File: src/rtl/pld_pkg.sv
package pld_pkg;

    // Field widths.
    localparam int POS_W   = 14;
    localparam int ERR_W   = 14;
    localparam int INTEG_W = 15;
    localparam int DERIV_W = 15;
    localparam int GAIN_W  = 18;
    localparam int SPEED_W = 8;
    localparam int MIN_W   = 9;
    localparam int PWM_W   = 8;
    localparam int CFG_IDX_W  = 3;
    localparam int CFG_DATA_W = 18;

    // Datapath widths.
    localparam int ACC_W   = 35;
    localparam int FRAC_W  = 16;
    localparam int CORR_W  = ACC_W - FRAC_W;
    localparam int WHEEL_W = 21;

    // Control constants.
    localparam logic [POS_W-1:0]           POS_LIMIT   = 14'd12000;
    localparam logic signed [ERR_W:0]      CENTER_POS  = 15'sd6000;
    localparam logic signed [INTEG_W:0]    INTEG_LIMIT = 16'sd10000;
    localparam logic signed [INTEG_W:0]    INTEG_FLOOR = -16'sd10000;
    localparam logic [PWM_W-1:0]           PWM_LIMIT   = 8'd255;

    // Register indexes.
    localparam logic [CFG_IDX_W-1:0] REG_CRUISE   = 3'd0;
    localparam logic [CFG_IDX_W-1:0] REG_SPEED_HI = 3'd1;
    localparam logic [CFG_IDX_W-1:0] REG_SPEED_LO = 3'd2;
    localparam logic [CFG_IDX_W-1:0] REG_GAIN_P   = 3'd3;
    localparam logic [CFG_IDX_W-1:0] REG_GAIN_I   = 3'd4;
    localparam logic [CFG_IDX_W-1:0] REG_GAIN_D   = 3'd5;

    // Register reset values.
    localparam logic [SPEED_W-1:0]       CRUISE_RST   = 8'd120;
    localparam logic [SPEED_W-1:0]       SPEED_HI_RST = 8'd200;
    localparam logic signed [MIN_W-1:0]  SPEED_LO_RST = -9'sd180;
    localparam logic [GAIN_W-1:0]        GAIN_P_RST   = 18'd3801;
    localparam logic [GAIN_W-1:0]        GAIN_I_RST   = 18'd0;
    localparam logic [GAIN_W-1:0]        GAIN_D_RST   = 18'd16384;

    typedef struct packed {
        logic [SPEED_W-1:0]      cruise;
        logic [SPEED_W-1:0]      speed_hi;
        logic signed [MIN_W-1:0] speed_lo;
        logic [GAIN_W-1:0]       gain_p;
        logic [GAIN_W-1:0]       gain_i;
        logic [GAIN_W-1:0]       gain_d;
    } cfg_t;

    typedef struct packed {
        logic             forward;
        logic [PWM_W-1:0] pwm;
    } drive_t;

    // Clamp one wheel speed to the limits, then split it into direction and magnitude.
    function automatic drive_t wheel_drive(
        input logic signed [WHEEL_W-1:0] speed,
        input logic signed [MIN_W-1:0]   lo,
        input logic [SPEED_W-1:0]        hi
    );
        logic signed [WHEEL_W-1:0] lo_w;
        logic signed [WHEEL_W-1:0] hi_w;
        logic signed [WHEEL_W-1:0] v;
        logic [WHEEL_W-1:0]        mag;
        drive_t                    d;
        lo_w = WHEEL_W'(lo);
        hi_w = $signed({{(WHEEL_W-SPEED_W){1'b0}}, hi});
        if (speed < lo_w) begin
            v = lo_w;
        end else if (speed > hi_w) begin
            v = hi_w;
        end else begin
            v = speed;
        end
        d.forward = ~v[WHEEL_W-1];
        mag = v[WHEEL_W-1] ? WHEEL_W'(-v) : WHEEL_W'(v);
        if (mag > WHEEL_W'(PWM_LIMIT)) begin
            d.pwm = PWM_LIMIT;
        end else begin
            d.pwm = mag[PWM_W-1:0];
        end
        return d;
    endfunction

endpackage

File: src/rtl/pid_line_follow_drive.sv
// PID line-following drive controller for a differential-drive robot.
// Request channel: in_valid/in_ready carry one line_position (0..12000, 6000 is
// centered; larger values count as 12000). Result channel: out_valid/out_ready
// carry left/right direction bits and PWM magnitudes, one result per request.
// Configuration channel: cfg_valid/cfg_ready with cfg_index and cfg_data writes
// cruise speed, upper speed limit, lower speed limit, gain_p, gain_i, gain_d
// (index 0..5); other indexes are dropped. cfg_ready is always high; write only
// while idle. A request passes through five registered stages before its result
// shows on out_valid: error and integral, three gain products, their sum,
// truncation to the correction, then wheel clamp and split. Throughput is one
// request per cycle while out_ready is high, and each stage advances whenever
// the stage after it is free.
// When out_ready is low the result is held and the stages fill up behind it;
// in_ready drops only when every stage holds a request.
// Reset empties the pipeline, clears the integral and previous error, and loads
// the default register values.
module pid_line_follow_drive
    import pld_pkg::*;
(
    input  logic                  clk,
    input  logic                  rst_n,
    input  logic                  in_valid,
    output logic                  in_ready,
    input  logic [POS_W-1:0]      line_position,
    output logic                  out_valid,
    input  logic                  out_ready,
    output logic                  left_forward,
    output logic [PWM_W-1:0]      left_pwm,
    output logic                  right_forward,
    output logic [PWM_W-1:0]      right_pwm,
    input  logic                  cfg_valid,
    output logic                  cfg_ready,
    input  logic [CFG_IDX_W-1:0]  cfg_index,
    input  logic [CFG_DATA_W-1:0] cfg_data
);

    cfg_t cfg_reg;

    logic signed [INTEG_W-1:0] integral_sum_reg;
    logic signed [ERR_W-1:0]   previous_error_reg;

    logic v1_reg, v2_reg, v3_reg, v4_reg, v5_reg;
    logic rdy1, rdy2, rdy3, rdy4, rdy5;

    logic signed [ERR_W-1:0]   err_reg;
    logic signed [INTEG_W-1:0] integ_reg;
    logic signed [DERIV_W-1:0] deriv_reg;
    logic signed [ACC_W-1:0]   prod_p_reg, prod_i_reg, prod_d_reg;
    logic signed [ACC_W-1:0]   acc_reg;
    logic signed [CORR_W-1:0]  corr_reg;
    drive_t                    left_reg, right_reg;

    logic [POS_W-1:0]          pos_sat;
    logic signed [ERR_W:0]     err_w;
    logic signed [ERR_W-1:0]   err_next;
    logic signed [INTEG_W:0]   integ_w;
    logic signed [INTEG_W-1:0] integ_next;
    logic signed [DERIV_W-1:0] deriv_next;
    logic signed [GAIN_W:0]    gp_s, gi_s, gd_s;
    logic signed [ERR_W+GAIN_W:0]     prod_p_w;
    logic signed [INTEG_W+GAIN_W:0]   prod_i_w;
    logic signed [DERIV_W+GAIN_W:0]   prod_d_w;
    logic signed [ACC_W-1:0]   acc_next;
    logic signed [ACC_W-1:0]   acc_biased;
    logic signed [CORR_W-1:0]  corr_next;
    logic signed [WHEEL_W-1:0] left_speed, right_speed;
    logic                      in_fire;

    assign cfg_ready = 1'b1;

    // Configuration registers.
    always_ff @(posedge clk or negedge rst_n)
    begin
        if (!rst_n)
        begin
            cfg_reg.cruise   <= CRUISE_RST;
            cfg_reg.speed_hi <= SPEED_HI_RST;
            cfg_reg.speed_lo <= SPEED_LO_RST;
            cfg_reg.gain_p   <= GAIN_P_RST;
            cfg_reg.gain_i   <= GAIN_I_RST;
            cfg_reg.gain_d   <= GAIN_D_RST;
        end
        else if (cfg_valid && cfg_ready)
        begin
            unique case (cfg_index)
                REG_CRUISE:   cfg_reg.cruise   <= cfg_data[SPEED_W-1:0];
                REG_SPEED_HI: cfg_reg.speed_hi <= cfg_data[SPEED_W-1:0];
                REG_SPEED_LO: cfg_reg.speed_lo <= $signed(cfg_data[MIN_W-1:0]);
                REG_GAIN_P:   cfg_reg.gain_p   <= cfg_data[GAIN_W-1:0];
                REG_GAIN_I:   cfg_reg.gain_i   <= cfg_data[GAIN_W-1:0];
                REG_GAIN_D:   cfg_reg.gain_d   <= cfg_data[GAIN_W-1:0];
                default: ;
            endcase
        end
    end

    // Each stage may load when it is empty or the stage after it moves on.
    assign rdy5     = !v5_reg || out_ready;
    assign rdy4     = !v4_reg || rdy5;
    assign rdy3     = !v3_reg || rdy4;
    assign rdy2     = !v2_reg || rdy3;
    assign rdy1     = !v1_reg || rdy2;
    assign in_ready = rdy1;
    assign in_fire  = in_valid && in_ready;

    // Error, saturated integral and derivative from the incoming position.
    always_comb
    begin
        pos_sat  = (line_position > POS_LIMIT) ? POS_LIMIT : line_position;
        err_w    = CENTER_POS - $signed({1'b0, pos_sat});
        err_next = err_w[ERR_W-1:0];
        integ_w  = (INTEG_W+1)'(integral_sum_reg) + (INTEG_W+1)'(err_next);
        if (integ_w > INTEG_LIMIT)
        begin
            integ_next = INTEG_LIMIT[INTEG_W-1:0];
        end
        else if (integ_w < INTEG_FLOOR)
        begin
            integ_next = INTEG_FLOOR[INTEG_W-1:0];
        end
        else
        begin
            integ_next = integ_w[INTEG_W-1:0];
        end
        deriv_next = DERIV_W'(err_next) - DERIV_W'(previous_error_reg);
    end

    // Controller state advances with every accepted request.
    always_ff @(posedge clk or negedge rst_n)
    begin
        if (!rst_n)
        begin
            integral_sum_reg   <= '0;
            previous_error_reg <= '0;
        end
        else if (in_fire)
        begin
            integral_sum_reg   <= integ_next;
            previous_error_reg <= err_next;
        end
    end

    // Gain products, sum, truncation toward zero and wheel outputs.
    always_comb
    begin
        gp_s       = $signed({1'b0, cfg_reg.gain_p});
        gi_s       = $signed({1'b0, cfg_reg.gain_i});
        gd_s       = $signed({1'b0, cfg_reg.gain_d});
        prod_p_w   = err_reg * gp_s;
        prod_i_w   = integ_reg * gi_s;
        prod_d_w   = deriv_reg * gd_s;
        acc_next   = prod_p_reg + prod_i_reg + prod_d_reg;
        acc_biased = acc_reg + (acc_reg[ACC_W-1] ? ACC_W'({FRAC_W{1'b1}}) : '0);
        corr_next  = acc_biased[ACC_W-1:FRAC_W];
        left_speed  = $signed({{(WHEEL_W-SPEED_W){1'b0}}, cfg_reg.cruise})
                    + WHEEL_W'(corr_reg);
        right_speed = $signed({{(WHEEL_W-SPEED_W){1'b0}}, cfg_reg.cruise})
                    - WHEEL_W'(corr_reg);
    end

    // Pipeline valid bits.
    always_ff @(posedge clk or negedge rst_n)
    begin
        if (!rst_n)
        begin
            v1_reg <= 1'b0;
            v2_reg <= 1'b0;
            v3_reg <= 1'b0;
            v4_reg <= 1'b0;
            v5_reg <= 1'b0;
        end
        else
        begin
            if (rdy1) v1_reg <= in_valid;
            if (rdy2) v2_reg <= v1_reg;
            if (rdy3) v3_reg <= v2_reg;
            if (rdy4) v4_reg <= v3_reg;
            if (rdy5) v5_reg <= v4_reg;
        end
    end

    // Pipeline payload registers.
    always_ff @(posedge clk)
    begin
        if (in_fire)
        begin
            err_reg   <= err_next;
            integ_reg <= integ_next;
            deriv_reg <= deriv_next;
        end
        if (rdy2 && v1_reg)
        begin
            prod_p_reg <= ACC_W'(prod_p_w);
            prod_i_reg <= ACC_W'(prod_i_w);
            prod_d_reg <= ACC_W'(prod_d_w);
        end
        if (rdy3 && v2_reg)
        begin
            acc_reg <= acc_next;
        end
        if (rdy4 && v3_reg)
        begin
            corr_reg <= corr_next;
        end
        if (rdy5 && v4_reg)
        begin
            left_reg  <= wheel_drive(left_speed, cfg_reg.speed_lo, cfg_reg.speed_hi);
            right_reg <= wheel_drive(right_speed, cfg_reg.speed_lo, cfg_reg.speed_hi);
        end
    end

    assign out_valid     = v5_reg;
    assign left_forward  = left_reg.forward;
    assign left_pwm      = left_reg.pwm;
    assign right_forward = right_reg.forward;
    assign right_pwm     = right_reg.pwm;

    // The integral never leaves its saturation band.
    a_integ_range: assert property (@(posedge clk) disable iff (!rst_n)
        (integral_sum_reg <= 15'sd10000) && (integral_sum_reg >= -15'sd10000))
        else $error("integral outside saturation band");

    // The stored error stays within the centered position range.
    a_err_range: assert property (@(posedge clk) disable iff (!rst_n)
        (previous_error_reg <= 14'sd6000) && (previous_error_reg >= -14'sd6000))
        else $error("previous error outside position range");

    // An accepted request always occupies the first stage next cycle.
    a_accept_fill: assert property (@(posedge clk) disable iff (!rst_n)
        in_fire |=> v1_reg)
        else $error("accepted request lost at first stage");

    // A reversing left wheel always has a nonzero magnitude.
    a_reverse_mag: assert property (@(posedge clk) disable iff (!rst_n)
        (out_valid && !left_forward) |-> (left_pwm != '0))
        else $error("left reverse with zero magnitude");

    // A stalled result keeps the whole pipeline from accepting when full.
    a_full_stall: assert property (@(posedge clk) disable iff (!rst_n)
        (v1_reg && v2_reg && v3_reg && v4_reg && v5_reg && !out_ready) |-> !in_ready)
        else $error("request accepted into a full stalled pipeline");

endmodule
File: config.mk
export PLATFORM = sky130hd
export DESIGN_NAME = pid_line_follow_drive
export DESIGN_NICKNAME = d
export VERILOG_FILES = /design/src/rtl/pld_pkg.sv /design/src/rtl/pid_line_follow_drive.sv
export SDC_FILE = /design/constraint.sdc
export NUM_CORES = 2
export LEC_CHECK = 0
export BUFFER_PORTS_ARGS = -buffer_cell sky130_fd_sc_hd__buf_2
export CAP_MARGIN = 10
export CELL_PAD_IN_SITES_DETAIL_PLACEMENT = 2
export CELL_PAD_IN_SITES_GLOBAL_PLACEMENT = 2
export CORE_MARGIN = 2
export CORE_UTILIZATION = 47
export CTS_CLUSTER_DIAMETER = 40
export CTS_CLUSTER_SIZE = 8
export DETAILED_ROUTE_END_ITERATION = 6
export PLACE_DENSITY_LB_ADDON = 0.1
export SYNTH_ARGS = -nofsm -noshare
export SYNTH_HDL_FRONTEND = slang
export SYNTH_SLANG_ARGS = --single-unit
File: constraint.sdc
create_clock -name clk -period 21.3 [get_ports clk]
set_input_delay 2.13 -clock clk [delete_from_list [all_inputs] [get_ports clk]]
set_output_delay 2.13 -clock clk [all_outputs]
set_load 0.03 [all_outputs]
Word-level counts from Yosys, hierarchy flattened
Index checks and enable logic that the tools add are counted.
{"block": "classes", "n_addsub": 10, "mul": 3, "order_cmp": 9, "eq_ne": 5, "muxes": 12, "bitwise": 2, "reduce_logical": 22}
{"op": "$mux 21", "count": 8}
{"op": "$mul 15x19->34", "count": 2}
{"op": "$gt 21x8->1 const B", "count": 2}
{"op": "$neg 21->21", "count": 2}
{"op": "$gt 20x9->1", "count": 2}
{"op": "$lt 20x9->1", "count": 2}
{"op": "$add 33x34->35", "count": 1}
{"op": "$add 35x16->35", "count": 1}
{"op": "$add 35x34->35", "count": 1}
{"op": "$mul 14x19->33", "count": 1}
{"op": "$mux 15", "count": 2}
{"op": "$add 9x19->20", "count": 1}
{"op": "$sub 9x19->20", "count": 1}
{"op": "$add 15x14->16", "count": 1}
{"op": "$gt 16x15->1 const B", "count": 1}
{"op": "$lt 16x15->1 const B", "count": 1}
{"op": "$mux 16", "count": 1}
{"op": "$sub 14x14->15", "count": 1}
{"op": "$gt 14x14->1 const B", "count": 1}
{"op": "$mux 14", "count": 1}
{"op": "$sub 13x14->14 const A", "count": 1}
{"op": "$reduce_and 2->1", "count": 6}
{"op": "$eq 3x2->1 const B", "count": 2}
{"op": "$eq 3x3->1 const B", "count": 2}
{"op": "6 further kinds", "count": 19}
{"block": "word_totals", "register_bits": 330, "in_bits": 40, "out_inout_bits": 21, "elab_cells": 88}

Logic depth before layout (Yosys ltp)
{"block": "depth", "depth_word": 8, "ltp_mapped": 30, "ltp_nobuf": 29}

Worst setup path after synthesis
No wires, ideal clock.
{"block": "synth_path", "path_kind": "flip-flop to flip-flop", "startpoint": "register deriv_reg[5]", "endpoint": "register, netlist name prod_d_reg[33]", "setup_ns": 0.260, "t_arrival_ns": 6.917, "required_ns": 21.040, "path_slack_ns": 14.124, "stages_incl_launch_ff": 26, "n_path_buf": 2, "period_less_slack_ns": 7.176, "cell_sequence": "edfxtp_1 clkbuf_1 clkbuf_1 nand2_1 fa_1 inv_1 fa_1 inv_1 fa_1 inv_1 fa_1 fa_1 fa_1 ha_1 and3_1 a2111oi_0 a21oi_1 a41o_1 o21ba_2 a41oi_1 a21oi_1 a41o_1 nor3_1 o21bai_1 a21oi_1 xnor2_1"}
{"block": "synth_via", "elab_chain_len": 1}
{"element": "start, declared", "line_no": "pid_line_follow_drive.sv:47", "source": "logic signed [DERIV_W-1:0] deriv_reg;"}
{"element": "start signal, assigned", "line_no": "pid_line_follow_drive.sv:189", "source": "deriv_reg <= deriv_next;"}
{"element": "$mul 15x19->34", "line_no": "pid_line_follow_drive.sv:151", "source": "prod_d_w = deriv_reg * gd_s;"}
{"element": "named net prod_d_w[33]", "line_no": "pid_line_follow_drive.sv:62", "source": "logic signed [DERIV_W+GAIN_W:0] prod_d_w;"}
The timed path passes the listed nets, and every way through them passes these cells.
A chain may end at the register's enable or synchronous reset.

Final worst setup path
{"block": "layout_path", "startpoint": "register deriv_reg[5]", "endpoint": "register, netlist name prod_d_reg[33]"}
{"block": "layout_via", "elab_chain_len": 1}
{"element": "$mul 15x19->34", "line_no": "pid_line_follow_drive.sv:151"}
{"element": "named net prod_d_w[33]", "line_no": "pid_line_follow_drive.sv:62"}
The timed path passes the listed nets, and every way through them passes these cells.

==> flow_metrics.env <==
export IMPL_status="complete, no violations"
export IMPL_max_clock_freq_ghz=0.116
export IMPL_floorplan_io_pins=61
export IMPL_finalWeightedCongestion=0.876
export IMPL_grt_max_degree=80
export IMPL_gate_count_of_the_mapped_netlist=4704
export IMPL_syn_num_nets=5889
export IMPL_crit_reg2reg_capture="prod_d_reg[33]"
export IMPL_reg2reg_setup_slack_ns=12.65
export IMPL_start_util_pct=47.4
export IMPL_globalRouteOverflowTotal=0
export IMPL_worst_r2r_startpoint="deriv_reg[5]"
export IMPL_ys_types=106
export IMPL_setup_worst_path_start_class="flip-flop"
export IMPL_cp_cell_sequence="nand2_1 > fa_1 > inv_1 > fa_1 > inv_1 > fa_1 > inv_1 > fa_1 > fa_1 > fa_1 > ha_1 > and3_1 > a2111oi_0 > a21oi_1 > a41o_1 > o21ba_2 > a41oi_1 > a21oi_1 > a41o_1 > nor3_1 > o21bai_1 > a21oi_1 > xnor2_1"
export IMPL_hold_path_cell_cnt=1
export IMPL_postCtsResizedCells=0
export IMPL_netlist_area_leader_share_pct=28.1
export IMPL_synth_async_reset_ratio_pct=34.2
export IMPL_grt_first_pass_wirelength_mm=262
export IMPL_rsz0062_at_grt="no"
export IMPL_cts_setup_buffers=0
export IMPL_ys_warnings_count=0
export IMPL_worst_clock_skew_ns=0.0240
export IMPL_syn_mean_instance_area_sq_um=9.73
export IMPL_tightestPinTransition_ns=1.26
export IMPL_critPathArrivalTime_ns=9.02
export IMPL_worst_hold_path_type="reg -> reg"
export IMPL_dr_first_iter_drc_count=2084
export IMPL_critPathTopFamily="adder cells"
export IMPL_initial_antenna_violation_count=9
export IMPL_drt_first_pass_iters=5
export IMPL_die_x_um=316
export IMPL_setup_total_negative_slack_ns=0
export IMPL_cp_endpoint="prod_d_reg[33]"
export IMPL_path_depth=23
export IMPL_clock_latency_at_the_later_pin_of_the_worst_skew_pair_ns=0.63
export IMPL_critical_path_most_common_cell="fa_1"
export IMPL_required_ns=21.67
export IMPL_timing_critical_path_to_type="flip-flop"
export IMPL_worst_r2r_path_depth=23
export IMPL_port_buffer_count=59
export IMPL_relSlewSlack_pct=15.9
export IMPL_cts_buffers=73
export IMPL_clkSinkCount=330
export IMPL_total_die_area_sq_um=99800
export IMPL_remaining_antenna_violation_count=0
export IMPL_drt_wl_total_mm=170
export IMPL_slowest_stage="edfxtp_1"
export IMPL_worst_setup_startpoint="deriv_reg[5]"
export IMPL_gr_usage_all_layers_pct=35.0
export IMPL_period_minus_slack_ns=8.65
export IMPL_htreeDepth=3
export IMPL_synth_top_cell_by_area="fa_1"
export IMPL_mappedNetlistArea_sq_um=45700
export IMPL_setup_violations=0
export IMPL_max_cap_violations=0
export IMPL_setup_worst_path_class="reg -> reg"
export IMPL_post_route_cells_drive_above_1_share_pct=7.60
export IMPL_number_of_global_route_vias_before_repair=42700
export IMPL_drt_drc_violations_left=0
export IMPL_holdBufCountCts=0
export IMPL_dominant_cell_by_count_in_the_synthesized_netlist="inv_1"
export IMPL_path_clk_slew_ns=0.05
export IMPL_detailroute_via_count=35800
export IMPL_synth_seq_area_share_pct=20.5
export IMPL_timing_final_hold_violations=0
export IMPL_die_y_um=316
export IMPL_max_transition_viols_final=0
export IMPL_cpPeakStageDelay_ns=0.84
export IMPL_core_area_sq_um=96600
export IMPL_detail_route_wl_per_cell_um=28.1
export IMPL_clockBufferDepth=3
export IMPL_synth_area_top_cells="fa_1, edfxtp_1, ha_1"
export IMPL_cp_buffers_inverters=3
export IMPL_post_route_period_util_pct=40.6
export IMPL_synth_top_flop_cell="edfxtp_1"
export IMPL_critPathMaxFanout=18
export IMPL_ys_ff_latch=330
export IMPL_synth_top_cells_by_count="inv_1, fa_1, nand2_1"
export IMPL_nets=5903
export IMPL_largest_register_ff_count=79
export IMPL_synthToLayoutAreaGrowth_pct=8.74
export IMPL_synth_enable_flop_cells=217
export IMPL_tritoncts="built"
export IMPL_post_dp_hpwl_mm=125
export IMPL_drt_vias_per_instance=5.90
export IMPL_ctsRootBufferMaster="clkbuf_16"
export IMPL_core_rowCount=114
cell families (layout without fill, tap and decap cells):
| kind of cell | Yosys count | after routing | synth area share (%) |
|---|---|---|---|
| flops | 330 | 330 | 20.5 |
| simple gates | 1476 | 1476 | 15.9 |
| mux | 98 | 98 | 2.37 |
| compound gates | 546 | 546 | 7.96 |
| fa+ha+maj | 1146 | 1146 | 41.9 |
| xor+xnor | 201 | 201 | 3.85 |
| buf+inv | 906 | 978 | 7.53 |
| other cells | 1 | 7 | 0.00820 |
routing by layer:
metal | wire length [um] | global-route usage [%] | share of wire (%)
met5 | 12 | 0 | 0.0070
met4 | 10600 | 19.5 | 6.2
met3 | 6500 | 4.43 | 3.8
met2 | 87000 | 62.2 | 51
met1 | 66300 | 40.8 | 39
layout make-up:
type / instances / area, sq um
antenna: 6 / 15.0
clock buffer: 93 / 1960
clock inverter: 40 / 429
fill: 9956 / 46800
inverter: 745 / 2800
multi-input combinational: 3468 / 33000
sequential: 330 / 9370
tap: 1276 / 1600
timing repair buffer: 100 / 607
worst register-to-register path, stage by stage (launching register included):
cell       delay (ns)
edfxtp_1         0.84
nand2_1          0.18
fa_1             0.58
inv_1            0.06
fa_1             0.53
inv_1            0.05
fa_1             0.50
inv_1            0.07
fa_1             0.49
fa_1             0.54
fa_1             0.50
ha_1             0.40
and3_1           0.22
a2111oi_0        0.76
a21oi_1          0.31
a41o_1           0.39
o21ba_2          0.26
a41oi_1          0.37
a21oi_1          0.25
a41o_1           0.35
nor3_1           0.30
o21bai_1         0.14
a21oi_1          0.22
xnor2_1          0.09
cells in the final DEF (no fill, tap or decap), types with 27 or more instances in the layout:
cell / netlist / layout
nand3_1: 49 / 49
nor2_1: 180 / 180
buf_2: 5 / 58
nand4_1: 36 / 36
xnor2_1: 149 / 149
edfxtp_1: 217 / 217
a31oi_1: 27 / 27
mux2_2: 77 / 77
o21a_1: 27 / 27
dfrtp_1: 93 / 93
xor2_1: 52 / 52
a21o_1: 49 / 49
nand2_1: 607 / 607
o21ai_0: 125 / 124
buf_4: 2 / 40
a21oi_1: 136 / 136
and2_1: 310 / 309
nand2b_1: 81 / 81
and3_1: 33 / 33
nor3_1: 55 / 54
nor2b_1: 35 / 34
ha_1: 502 / 502
clkbuf_16: 0 / 74
fa_1: 643 / 643
inv_1: 742 / 741
how the worst min path moves through the flow:
stage	from	endpoint	slack (ns)
finish	previous_error_reg[8]	previous_error_reg[8]	0.51
global route	previous_error_reg[8]	previous_error_reg[8]	0.53
CTS	v1_reg	v2_reg	0.51
detailed placement	v2_reg	v3_reg	0.48
global placement	v2_reg	v3_reg	0.46
floorplan	v1_reg	v2_reg	0.45
through the flow:
| stage | std cells | utilization [%] | hold WS [ns] | cell area, sq um | worst slack (ns) |
|---|---|---|---|---|---|
| floorplan | 4704 | - | 0.448 | 45700 | 14.12 |
| global placement | 5918 | 49.0 | 0.458 | 47300 | 13.38 |
| detailed placement | 5918 | 49.0 | 0.483 | 47300 | 12.98 |
| CTS | 6051 | 51.5 | 0.515 | 49700 | 12.70 |
| global route | 6055 | 51.5 | 0.532 | 49700 | 12.27 |
| finish | 6058 | 51.5 | 0.511 | 49700 | 12.65 |
Power is left out: the tool's default activity adds up to more than one toggle a clock period on the data nets, which glitch-free logic cannot reach.
